### src/design/sdp_pkg.sv
// Shared types and constants for the step/direction pulse generator.
// Used by every module of the block; has no dependencies of its own.
package sdp_pkg;

   // Request codes carried by an input item.
   localparam logic [1:0] REQ_TICK = 2'd0;
   localparam logic [1:0] REQ_MOVE = 2'd1;
   localparam logic [1:0] REQ_ZERO = 2'd2;

   // Status codes returned with each result item.
   localparam logic [1:0] ST_OK      = 2'd0;
   localparam logic [1:0] ST_BUSY    = 2'd1;
   localparam logic [1:0] ST_CLIPPED = 2'd2;
   localparam logic [1:0] ST_NOMOVE  = 2'd3;

   // Register map: index is paddr[3:2].
   localparam int unsigned CSR_ADDR_W = 4;
   localparam logic [1:0] REG_ABS_LIMIT   = 2'd0;
   localparam logic [1:0] REG_HALF_PERIOD = 2'd1;
   localparam logic [1:0] REG_DIR_POS     = 2'd2;

   localparam logic [29:0] ABS_LIMIT_RST   = 30'd3200;
   localparam logic [15:0] HALF_PERIOD_RST = 16'd120;
   localparam logic        DIR_POS_RST     = 1'b1;

   typedef struct packed {
      logic [1:0]         req_type;
      logic signed [31:0] move_pulses;
   } req_item_type;

   typedef struct packed {
      logic               step_out;
      logic               dir_out;
      logic               busy_res;
      logic signed [31:0] position;
      logic [1:0]         status;
   } rsp_item_type;

   typedef struct packed {
      logic [29:0] abs_limit;
      logic [15:0] half_period_ticks;
      logic        dir_pos_level;
   } cfg_type;

   typedef struct packed {
      logic        no_move;
      logic        clipped;
      logic        negative;
      logic [31:0] magnitude;
   } move_plan_type;

endpackage

### src/design/sdp_csr.sv
// Configuration registers of the pulse generator behind an APB-style port.
// Depends on sdp_pkg for the register map and the configuration struct.
module sdp_csr
   import sdp_pkg::*;
(
   input  logic                  clock,
   input  logic                  reset,
   input  logic                  csr_psel,
   input  logic                  csr_penable,
   input  logic                  csr_pwrite,
   input  logic [CSR_ADDR_W-1:0] csr_paddr,
   input  logic [31:0]           csr_pwdata,
   output logic [31:0]           csr_prdata,
   output logic                  csr_pready,
   output cfg_type               cfg
);

   cfg_type    cfg_ff;
   cfg_type    cfg_in;
   logic       wr_en;
   logic [1:0] reg_idx;

   assign csr_pready = 1'b1;
   assign wr_en      = csr_psel && csr_penable && csr_pwrite;
   assign reg_idx    = csr_paddr[3:2];

   always_comb begin
      cfg_in = cfg_ff;
      if (wr_en) begin
         case (reg_idx)
            REG_ABS_LIMIT:   cfg_in.abs_limit         = csr_pwdata[29:0];
            REG_HALF_PERIOD: cfg_in.half_period_ticks = csr_pwdata[15:0];
            REG_DIR_POS:     cfg_in.dir_pos_level     = csr_pwdata[0];
            default:         cfg_in = cfg_ff;
         endcase
      end
   end

   always_ff @(posedge clock) begin
      if (reset) begin
         cfg_ff.abs_limit         <= ABS_LIMIT_RST;
         cfg_ff.half_period_ticks <= HALF_PERIOD_RST;
         cfg_ff.dir_pos_level     <= DIR_POS_RST;
      end else begin
         cfg_ff <= cfg_in;
      end
   end

   always_comb begin
      case (reg_idx)
         REG_ABS_LIMIT:   csr_prdata = {2'b00, cfg_ff.abs_limit};
         REG_HALF_PERIOD: csr_prdata = {16'd0, cfg_ff.half_period_ticks};
         REG_DIR_POS:     csr_prdata = {31'd0, cfg_ff.dir_pos_level};
         default:         csr_prdata = 32'd0;
      endcase
   end

   assign cfg = cfg_ff;

endmodule

### src/design/sdp_move_calc.sv
// Clips a relative move against the symmetric soft limit and returns its
// direction and pulse count. Pure logic; depends on sdp_pkg.
module sdp_move_calc
   import sdp_pkg::*;
(
   input  logic signed [31:0] position,
   input  logic signed [31:0] move_pulses,
   input  logic [29:0]        abs_limit,
   output move_plan_type      plan
);

   logic signed [33:0] pos_w;
   logic signed [33:0] mv_w;
   logic signed [33:0] lim_w;
   logic signed [33:0] target;
   logic signed [33:0] hi_val;
   logic signed [33:0] hi_neg;
   logic signed [33:0] lo_val;
   logic signed [33:0] lo_neg;
   logic signed [33:0] mv_neg;
   logic signed [33:0] sel_val;
   logic signed [33:0] sel_neg;
   logic               mv_zero;
   logic               over;
   logic               under;

   assign pos_w = {{2{position[31]}}, position};
   assign mv_w  = {{2{move_pulses[31]}}, move_pulses};
   assign lim_w = {4'b0000, abs_limit};

   // All candidate moves and their negations are formed side by side so that
   // only a compare and a select follow the adders.
   assign target = pos_w + mv_w;
   assign hi_val = lim_w - pos_w;
   assign hi_neg = pos_w - lim_w;
   assign lo_val = -lim_w - pos_w;
   assign lo_neg = lim_w + pos_w;
   assign mv_neg = -mv_w;

   assign mv_zero = (move_pulses == 32'sd0);
   assign over    = !mv_zero && (target > lim_w);
   assign under   = !mv_zero && !over && (target < -lim_w);

   always_comb begin
      if (over) begin
         sel_val = hi_val;
         sel_neg = hi_neg;
      end else if (under) begin
         sel_val = lo_val;
         sel_neg = lo_neg;
      end else begin
         sel_val = mv_w;
         sel_neg = mv_neg;
      end
   end

   assign plan.no_move   = (sel_val == 34'sd0);
   assign plan.clipped   = over || under;
   assign plan.negative  = sel_val[33];
   assign plan.magnitude = sel_val[33] ? sel_neg[31:0] : sel_val[31:0];

endmodule

### src/design/sdp_motion.sv
// Motion state of the pulse generator: position, pulse count and phase timer.
// Advances once per item; depends on sdp_pkg and sdp_move_calc.
module sdp_motion
   import sdp_pkg::*;
(
   input  logic         clock,
   input  logic         reset,
   input  logic         step_en,
   input  req_item_type item,
   input  cfg_type      cfg,
   output rsp_item_type result
);

   typedef enum logic [3:0] {
      PH_IDLE  = 4'b0001,
      PH_SETUP = 4'b0010,
      PH_HIGH  = 4'b0100,
      PH_LOW   = 4'b1000
   } phase_type;

   phase_type          phase_ff, phase_in;
   logic signed [31:0] position_ff, position_in;
   logic [31:0]        pulses_left_ff, pulses_left_in;
   logic               move_negative_ff, move_negative_in;
   logic [15:0]        phase_timer_ff, phase_timer_in;
   logic               step_level_ff, step_level_in;
   logic               dir_level_ff, dir_level_in;
   logic [1:0]         status;
   logic [15:0]        half_m1;
   move_plan_type      plan;

   sdp_move_calc u_move_calc (
      .position    (position_ff),
      .move_pulses (item.move_pulses),
      .abs_limit   (cfg.abs_limit),
      .plan        (plan)
   );

   // A half period of zero behaves as one tick.
   assign half_m1 = (cfg.half_period_ticks == 16'd0) ? 16'd0 :
                    cfg.half_period_ticks - 16'd1;

   always_comb begin
      phase_in         = phase_ff;
      position_in      = position_ff;
      pulses_left_in   = pulses_left_ff;
      move_negative_in = move_negative_ff;
      phase_timer_in   = phase_timer_ff;
      step_level_in    = step_level_ff;
      dir_level_in     = dir_level_ff;
      status           = ST_OK;
      if (step_en) begin
         if (phase_ff != PH_IDLE) begin
            if (item.req_type == REQ_MOVE || item.req_type == REQ_ZERO) begin
               status = ST_BUSY;
            end
            if (phase_timer_ff != 16'd0) begin
               phase_timer_in = phase_timer_ff - 16'd1;
            end else begin
               case (phase_ff)
                  PH_HIGH: begin
                     step_level_in  = 1'b0;
                     phase_in       = PH_LOW;
                     phase_timer_in = half_m1;
                  end
                  PH_SETUP, PH_LOW: begin
                     if (phase_ff == PH_SETUP || pulses_left_ff != 32'd0) begin
                        // Rising edge of a step pulse moves the position.
                        step_level_in  = 1'b1;
                        pulses_left_in = pulses_left_ff - 32'd1;
                        position_in    = move_negative_ff ? position_ff - 32'sd1 :
                                                            position_ff + 32'sd1;
                        phase_in       = PH_HIGH;
                        phase_timer_in = half_m1;
                     end else begin
                        phase_in       = PH_IDLE;
                        phase_timer_in = 16'd0;
                        step_level_in  = 1'b0;
                     end
                  end
                  default: begin
                     phase_in       = PH_IDLE;
                     phase_timer_in = 16'd0;
                     step_level_in  = 1'b0;
                  end
               endcase
            end
         end else if (item.req_type == REQ_ZERO) begin
            position_in = 32'sd0;
         end else if (item.req_type == REQ_MOVE) begin
            if (plan.no_move) begin
               status = ST_NOMOVE;
            end else begin
               status           = plan.clipped ? ST_CLIPPED : ST_OK;
               move_negative_in = plan.negative;
               pulses_left_in   = plan.magnitude;
               dir_level_in     = ((!plan.negative) == cfg.dir_pos_level);
               step_level_in    = 1'b0;
               phase_in         = PH_SETUP;
               phase_timer_in   = half_m1;
            end
         end
      end
   end

   always_ff @(posedge clock) begin
      if (reset) begin
         phase_ff         <= PH_IDLE;
         position_ff      <= 32'sd0;
         pulses_left_ff   <= 32'd0;
         move_negative_ff <= 1'b0;
         phase_timer_ff   <= 16'd0;
         step_level_ff    <= 1'b0;
         dir_level_ff     <= DIR_POS_RST;
      end else begin
         phase_ff         <= phase_in;
         position_ff      <= position_in;
         pulses_left_ff   <= pulses_left_in;
         move_negative_ff <= move_negative_in;
         phase_timer_ff   <= phase_timer_in;
         step_level_ff    <= step_level_in;
         dir_level_ff     <= dir_level_in;
      end
   end

   assign result.step_out = step_level_in;
   assign result.dir_out  = dir_level_in;
   assign result.busy_res = (phase_in != PH_IDLE);
   assign result.position = position_in;
   assign result.status   = status;

`ifndef ASSERT_OFF
   a_step_only_busy: assert property (@(posedge clock) disable iff (reset)
      step_level_ff |-> (phase_ff == PH_HIGH))
      else $error("step pin high outside the high phase");

   a_idle_timer_clear: assert property (@(posedge clock) disable iff (reset)
      (phase_ff == PH_IDLE) |-> (phase_timer_ff == 16'd0))
      else $error("phase timer running while idle");

   a_phase_onehot: assert property (@(posedge clock) disable iff (reset)
      $onehot(phase_ff))
      else $error("phase register lost its one-hot code");

   a_hold_when_stalled: assert property (@(posedge clock) disable iff (reset)
      !step_en |=> ($stable(position_ff) && $stable(phase_ff) &&
                    $stable(pulses_left_ff)))
      else $error("motion state changed without an item");
`endif

endmodule

### src/design/step_dir_pulse_generator_unit.sv
// Step/direction pulse generator: one item per clock tick, one result per item.
// A result is registered in the result register after its item is held in the input register.
// Throughput: one item per cycle while the result side is not stalled; the motion state updates once per item.
// Reset (synchronous, active high) clears the valid flags of both pipeline
// registers and the motion state, and loads limit 3200, half period 120 and level 1.
module step_dir_pulse_generator_unit
   import sdp_pkg::*;
(
   input  logic                  clock,
   input  logic                  reset,
   input  logic                  req_valid,
   output logic                  req_ready,
   input  req_item_type          req_data,
   output logic                  rsp_valid,
   input  logic                  rsp_ready,
   output rsp_item_type          rsp_data,
   input  logic                  csr_psel,
   input  logic                  csr_penable,
   input  logic                  csr_pwrite,
   input  logic [CSR_ADDR_W-1:0] csr_paddr,
   input  logic [31:0]           csr_pwdata,
   output logic [31:0]           csr_prdata,
   output logic                  csr_pready
);

   cfg_type      cfg;
   logic         in_valid_ff;
   req_item_type in_item_ff;
   logic         rsp_valid_ff, rsp_valid_in;
   rsp_item_type rsp_data_ff;
   rsp_item_type result;
   logic         out_free;
   logic         step_en;

   sdp_csr u_csr (
      .clock       (clock),
      .reset       (reset),
      .csr_psel    (csr_psel),
      .csr_penable (csr_penable),
      .csr_pwrite  (csr_pwrite),
      .csr_paddr   (csr_paddr),
      .csr_pwdata  (csr_pwdata),
      .csr_prdata  (csr_prdata),
      .csr_pready  (csr_pready),
      .cfg         (cfg)
   );

   // The stored item is worked on only when the result register can take it.
   assign out_free  = !rsp_valid_ff || rsp_ready;
   assign step_en   = in_valid_ff && out_free;
   assign req_ready = !in_valid_ff || step_en;

   sdp_motion u_motion (
      .clock   (clock),
      .reset   (reset),
      .step_en (step_en),
      .item    (in_item_ff),
      .cfg     (cfg),
      .result  (result)
   );

   always_ff @(posedge clock) begin
      if (reset) begin
         in_valid_ff <= 1'b0;
      end else if (req_ready) begin
         in_valid_ff <= req_valid;
      end
   end

   always_ff @(posedge clock) begin
      if (req_valid && req_ready) begin
         in_item_ff <= req_data;
      end
   end

   assign rsp_valid_in = step_en || (rsp_valid_ff && !rsp_ready);

   always_ff @(posedge clock) begin
      if (reset) begin
         rsp_valid_ff <= 1'b0;
      end else begin
         rsp_valid_ff <= rsp_valid_in;
      end
   end

   always_ff @(posedge clock) begin
      if (step_en) begin
         rsp_data_ff <= result;
      end
   end

   assign rsp_valid = rsp_valid_ff;
   assign rsp_data  = rsp_data_ff;

`ifndef ASSERT_OFF
   a_ready_only_on_stall: assert property (@(posedge clock) disable iff (reset)
      !req_ready |-> (in_valid_ff && rsp_valid_ff && !rsp_ready))
      else $error("input held off without a stalled result");

   a_work_fills_output: assert property (@(posedge clock) disable iff (reset)
      step_en |=> rsp_valid)
      else $error("processed item did not reach the result register");

   a_no_result_from_nothing: assert property (@(posedge clock) disable iff (reset)
      (!rsp_valid && !in_valid_ff) |=> !rsp_valid)
      else $error("result appeared with no item in flight");
`endif

endmodule

### config.mk
export PLATFORM = sky130hd
export DESIGN_NAME = step_dir_pulse_generator_unit
export DESIGN_NICKNAME = d
export VERILOG_FILES = /design/src/design/sdp_pkg.sv /design/src/design/sdp_csr.sv /design/src/design/sdp_move_calc.sv /design/src/design/sdp_motion.sv /design/src/design/step_dir_pulse_generator_unit.sv
export SDC_FILE = /design/constraint.sdc
export NUM_CORES = 1
export LEC_CHECK = 0
export BUFFER_PORTS_ARGS = -buffer_cell sky130_fd_sc_hd__buf_2
export CORE_UTILIZATION = 48
export CTS_BUF_LIST = sky130_fd_sc_hd__clkbuf_4 sky130_fd_sc_hd__clkbuf_8
export CTS_CLUSTER_DIAMETER = 150
export CTS_CLUSTER_SIZE = 30
export DETAILED_ROUTE_END_ITERATION = 10
export PLACE_DENSITY = 0.68
export SLEW_MARGIN = 15
export SYNTH_ARGS = -nofsm -noshare
export SYNTH_HDL_FRONTEND = slang
export SYNTH_SLANG_ARGS = --single-unit
### constraint.sdc
create_clock -name clock -period 7.16 [get_ports clock]
set_input_delay 0.358 -clock clock [delete_from_list [all_inputs] [get_ports clock]]
set_output_delay 0.358 -clock clock [all_outputs]
set_load 0.01 [all_outputs]
# ---- Word-level counts from Yosys, hierarchy flattened
# Index checks and enable logic that the tools add are counted.
dict set report word_totals {
  reg_bits 207
  inputBits 77
  word_cells 140
  out_inout_bits 72
}
dict set report classes {
  mux 55
  n_addsub 12
  n_reduce_logical 34
  magnitude_cmp 2
  n_eq_ne 15
  bitwise 3
}
# cell count
set ops {}
lappend ops {{2-to-1 mux 32 bit} 17}
lappend ops {{2-to-1 mux 16 bit} 7}
lappend ops {{case mux 30 bit (3 select lines)} 1}
lappend ops {{2-to-1 mux 34 bit} 2}
lappend ops {{> comparator 34 x 31 -> 1 bit} 1}
lappend ops {{zero test 34 bit} 1}
lappend ops {{less-than comparator 34 bit} 1}
lappend ops {{negator 30 -> 34 bit} 1}
lappend ops {{subtractor 34 x 32 -> 34 bit} 1}
lappend ops {{adder 32 x 32 -> 33 bit} 1}
lappend ops {{subtractor 31 x 32 -> 33 bit} 1}
lappend ops {{adder 31 x 32 -> 32 bit} 1}
lappend ops {{adder 32 x 2 -> 32 bit, second input constant} 1}
lappend ops {{zero test 32 bit} 1}
lappend ops {{negator 32 bit} 1}
lappend ops {{case mux 16 bit (2 select lines)} 1}
lappend ops {{nonzero test 32 bit} 1}
lappend ops {{subtractor 16 x 1 -> 16 bit, second input constant} 2}
lappend ops {{subtractor 32 x 1 -> 32 bit, second input constant} 1}
lappend ops {{subtractor 32 x 2 -> 32 bit, second input constant} 1}
lappend ops {{subtractor 32 x 31 -> 32 bit} 1}
lappend ops {{2-to-1 mux 4 bit} 6}
lappend ops {{zero test 16 bit} 1}
lappend ops {{nonzero test 16 bit} 1}
lappend ops {{24 further kinds} 68}

# ---- Longest topological paths before layout
dict set report depth {
  depth_word 15
  mapped_depth 36
  ltp_nobuf 31
}

# ---- Cells and area by module
# A second synthesis with hierarchy kept.
dict set report hier_totals {
  cells_unflattened 3029
  hier_area_um2 23314.9
}
# mod seq_area_each_um2 area_per_inst_um2 instances cells_per_inst
set by_module_without_submodules {}
lappend by_module_without_submodules {sdp_move_calc 0.0 12047.8 1 1775}
lappend by_module_without_submodules {sdp_motion 1741.7 6640.1 1 917}
lappend by_module_without_submodules {sdp_csr 940.9 2391.0 1 256}
lappend by_module_without_submodules {step_dir_pulse_generator_unit 2172.1 2235.9 1 81}

# ---- Least setup slack after synthesis
# Ideal clock, no wire load.
dict set report synth_path {
  path_kind {reg2reg}
  from {reg in_item_ff[4] (netlist bit)}
  to {reg rsp_data_ff (netlist bit rsp_data[34]), data pin}
  path_buffers 1
  synth_period_minus_slack_ns 6.688
  arrival_time_ns 6.422
  required_time_ns 6.895
  path_stages_with_launch 29
  setup_time_ns 0.265
  path_slack_ns 0.472
  cell_sequence {edfxtp_1 ha_1 a2111o_1 o21ai_0 nand3_1 and2_1 nand2_1 nor3_1 nor3b_1 nor2b_1 o21ai_0 nand2b_1 a21o_1 a21oi_1 xnor2_1 ha_1 nand4_1 nor4_1 mux2i_1 nor2_1 a211oi_2 o21ai_2 and3_1 a2111o_1 or4_4 o21ba_4 and2_1 buf_6 or3_1}
}
# element line_no
set synth_lines {}
lappend synth_lines {{start: declaration} step_dir_pulse_generator_unit.sv:28} ;# req_item_type in_item_ff;
lappend synth_lines {{start signal: assignment} step_dir_pulse_generator_unit.sv:72} ;# in_item_ff <= req_data;
lappend synth_lines {{end signal: assignment} step_dir_pulse_generator_unit.sv:88} ;# rsp_data_ff <= result;
lappend synth_lines {{end: declaration} step_dir_pulse_generator_unit.sv:30} ;# rsp_item_type rsp_data_ff;

# ---- Worst setup path in the final report
dict set report layout_path {
  from {reg, netlist name u_csr.cfg[19]}
  to {reg u_motion.phase_timer_ff[13]}
}
dict set report layout_via {
  elab_chain_len 10
  elab_cells_between_ends 14
  cone_classes {add/sub (3); order compare (2); eq/ne (1); mux (2); reduce/logical (6)}
}
# element line_no
set layout_rtl {}
lappend layout_rtl {{branches (longest 6 deep; another with negator 30 -> 34 bit)} n/a}
lappend layout_rtl {{2-to-1 mux 34 bit (*)} sdp_move_calc.sv:45} ;# if (over) begin
lappend layout_rtl {{zero test 34 bit (*)} sdp_move_calc.sv:57} ;# assign plan.no_move = (sel_val == 34'sd0);
lappend layout_rtl {{inequality test 2 bit (no line) (*)} n/a}
lappend layout_rtl {{AND reduction 4 bit (no line) (*)} n/a}
lappend layout_rtl {{end signal: assignment} sdp_motion.sv:120} ;# phase_timer_ff <= phase_timer_in;
lappend layout_rtl {{end: declaration} sdp_motion.sv:25} ;# logic [15:0] phase_timer_ff, phase_timer_in;
# Every way passes the cells marked *.
# A chain may end at the register's enable or synchronous reset.

==> results.txt <==
----------------------------------------------------
[Status]
  Run status ... completed

[Power and ir drop]
  Power per cell area ... between 100 and 150 mW/mm^2
  Maximum ir drop on the vdd rail ... 0.167 mV
  Static power due to leakage ... 11.4 nW
  NetSw ... 1.06 mW
  Sw frac ... approximately 37%
  Internal power ... roughly 1.8 mW
  Power, Total ... 2.86 mW
  Share of total power in combinational logic ... 34.8%
  Part of the power in registers ... 44.7%
  Clock share of power ... 20.5%

[Floorplan]
  Row count ... 79
  Placeable core area ... 0.0465 mm^2
  Total die area ... 0.0478 mm^2
  Die Width ... 219 um
  Ports ... 149
  Overall die height ... ~220 um
  Starting density of the core ... about half

[Timing]
  Count of pins over their slew limit ... 0
  Share of the cycle needed by the critical path after routing ... 97.3%
  Maximum clock frequency ... 143 MHz
  Time the final worst path needs with I/O delays and setup ... ~7 ns
  Number of endpoints with negative hold slack in the final report ... 0
  Max Clock Skew ... roughly 0.053 ns
  Final setup viols ... 0
  Worst slew pin tran ... 1.07 ns
  Final TNS setup ... 0 ns
  Slew Limit Headroom ... 28.4%

[Synth]
  Synthesis Warnings ... 0
  Flip-flop and latch count after synthesis ... 207
  Async S/R FF share, synth ... 0%
  Syn Std Cell Area ... 0.0225 mm^2
  Post-synth top flop ... sky130_fd_sc_hd__dfxtp_1
  Post-synthesis average cell area ... around 7.5 um^2
  Number of different library cells in the post-synthesis netlist ... 97
  Number of enable-type register cells in the synthesized netlist ... 71
  Post-synthesis cell count ... slightly below 3000
  Sequential area share after synthesis ... 21.5%

[Worst setup path]
  Launching element type of the critical path ... flop
  CP peak stage delay ... 0.60 ns
  Data arrival, critical path ... 7.39 ns
  Critical setup path kind ... reg2reg
  Highest-delay cell along the critical path ... sky130_fd_sc_hd__or4_1
  CP endpoint kind ... flop
  Maximum fanout count along the critical path ... 6
  Req. time, crit path ... 7.58 ns

[CTS]
  Worst-skew pair later-pin latency ... roughly 0.59 ns
  Clock root buffer master ... sky130_fd_sc_hd__clkbuf_8
  Number of buffers created by CTS ... 11
  Clock edge transition at the registers on the reported setup and hold paths ... 0.18 ns
  Largest buffer count on any clock path ... 3
  Clock H-tree levels ... 1
  Sink Count ... 207
  TritonCTS clock tree ... done

[Global routing]
  Largest net degree at the start of global routing ... 79
  Antenna violations before repair ... 2
  Residual overflow from global routing ... 0
  First-pass GRT wire length ... ~140000 um
  Total global-route track usage ... 39.7%
  Number of global-route vias before repair ... between 20000 and 25000

[Hold path]
  Worst hold path type ... in2reg

[Routing]
  First-pass iteration count of the detailed router ... 8
  Number of DRC violations after detailed-routing iteration 0 ... roughly 3500
  Detail-routed net length per standard cell ... 25.4 um
  Sum of routed wire length over all layers ... 99400 um
  Number of nets with antenna violations after routing ... 0
  Via density ... 6.49
  Vias ... ~25000
  Post-detailed-route DRC marker count ... 0

[Cells and area]
  Synthesis-to-finish area growth ... 17.3%
  Most used cells in the layout excluding fill and tap cells ... sky130_fd_sc_hd__a21oi_1 (272), sky130_fd_sc_hd__nor2_1 (270), sky130_fd_sc_hd__nand2_1 (265), sky130_fd_sc_hd__ha_1 (255), sky130_fd_sc_hd__buf_4 (239)
  Proportion of layout cells with a drive suffix above 1 ... 15.1%
  Post-layout nets ... 3639
  Leading cell type in the layout, fill and taps excluded ... sky130_fd_sc_hd__a21oi_1
  Final Instance Count excl. Fillers ... 3911
  Number of antenna repair diodes ... 0
  FILL cells ... 4394

[Placement]
  Count of placed standard cells including taps ... ~3800
  Port-buffer cells ... 141
  Routability cong. ... 1.04
  DP Wirelength ... about 79000 um

[Flow run]
  Count of max-cap constraint violations ... 0

----------------------------------------------------
-- cell type report --
type                    count  area (um^2)  share of cell area [%]
well taps                 607          759                    2.87
clock inverters             3         37.5                   0.142
multi-input cells        2460        16700                    63.1
inverters                 177          664                    2.51
clock buffers              14          174                   0.658
flip-flops and latches    207         4850                    18.4
repair buffers            443         3270                    12.4
-- registers in the layout, summed over array words and instances (netlist names) --
name                       count
u_csr.cfg                     47
rsp_data                      37
in_item_ff                    34
u_motion.position_ff          32
u_motion.pulses_left_ff       32
u_motion.phase_timer_ff       16
u_motion.phase_ff              4
in_valid_ff                    1
rsp_valid                      1
u_motion.dir_level_ff          1
u_motion.move_negative_ff      1
u_motion.step_level_ff         1
-- per-layer routing --
layer,GRT usage (%),share of wire [%],vias up
met4,11.2,3.4,2
met3,6.90,11,216
met5,0,0.0091,-
met1,55.9,42,12131
met2,61.7,43,1436
li1,-,-,11607
-- final timing paths --
path                                       to                   startpoint  depth (start not counted)  slack [ns]
setup / recovery  u_motion.phase_timer_ff[13]                u_csr.cfg[19]                         25        0.19
hold / removal                  u_csr.cfg[33]               csr_pwdata[16]                          3       0.008
setup reg to reg  u_motion.phase_timer_ff[13]                u_csr.cfg[19]                         25        0.19
hold reg to reg   u_motion.pulses_left_ff[22]  u_motion.pulses_left_ff[22]                          2        0.48
-- repair_timing --
item,4_1_cts,5_1_grt
endpoints found under the hold margin,43,0
hold buffers,43,0
buffers inserted,0,16
resized for setup,4,56
endpoints found under the setup margin,34,56
pin swaps,2,30
gates cloned,0,4
-- cell families (layout without fill, tap and decap cells) --
kind of cell,count (synthesis),count (layout),share of synthesized area (%)
xor+xnor,180,180,7.00
other cells,2,3,0.0333
flops,207,207,21.5
simple gates,1014,1014,21.7
compound gates,976,976,28.3
fa+ha+maj,262,262,14.7
buf+inv,319,637,5.55
mux,25,25,1.14
-- critical path, delay by kind of cell, from the launching register on --
family	cells	cell delay, ns
simple gates	6	2.40
buf+inv	4	0.62
xor+xnor	1	0.36
flops	1	0.36
compound gates	13	2.71
fa+ha+maj	1	0.37
-- synthesized netlist by cell type, drive strengths merged, types with 15 or more instances --
cell type,n,share of area [%]
clkbuf,107,1.8
nor3,118,2.7
o22ai,32,0.89
nand4,32,0.89
xnor2,131,5.1
nand2b,37,1.0
and3,22,0.61
nor4,38,1.1
nor2b,23,0.64
and2,46,1.3
buf,35,0.82
a311oi,16,0.62
a211oi,48,1.7
or3,34,0.94
o211ai,30,1.0
a21oi,278,6.2
ha,256,14
inv,175,2.9
a31oi,30,0.83
xor2,49,1.9
nor2,274,4.6
edfxtp,71,9.5
mux2i,23,1.0
o21a,34,1.1
nand3,69,1.5
o21bai,27,0.90
nand2,267,4.5
a21o,60,2.0
dfxtp,136,12
o31ai,27,0.90
o21ai,211,4.7
a221o,15,0.67
-- metrics by stage --
step	util (%)	hold slack [ns]	setup WS, ns	instance area [um^2]
after floorplan	-	0.434	0.472	22500
after global placement	54.6	0.445	0.00389	25400
after detailed placement	54.6	0.450	-0.111	25400
after CTS	56.0	0.0000334	0.0291	26000
after global routing	56.9	0.00755	-0.129	26400
final	56.9	0.00779	0.190	26400
-- power by group through the flow --
| stage | combinational [mW] | sequential (mW) | clock [mW] |
|---|---|---|---|
| detailed placement | 0.911 | 1.30 | 0 |
| finish | 0.995 | 1.28 | 0.587 |
| global placement | 0.903 | 1.30 | 0 |
| global route | 1.05 | 1.28 | 0.624 |
| floorplan | 0.533 | 1.30 | 0 |
| CTS | 0.934 | 1.28 | 0.590 |
Power figures use the tool's default switching activity.
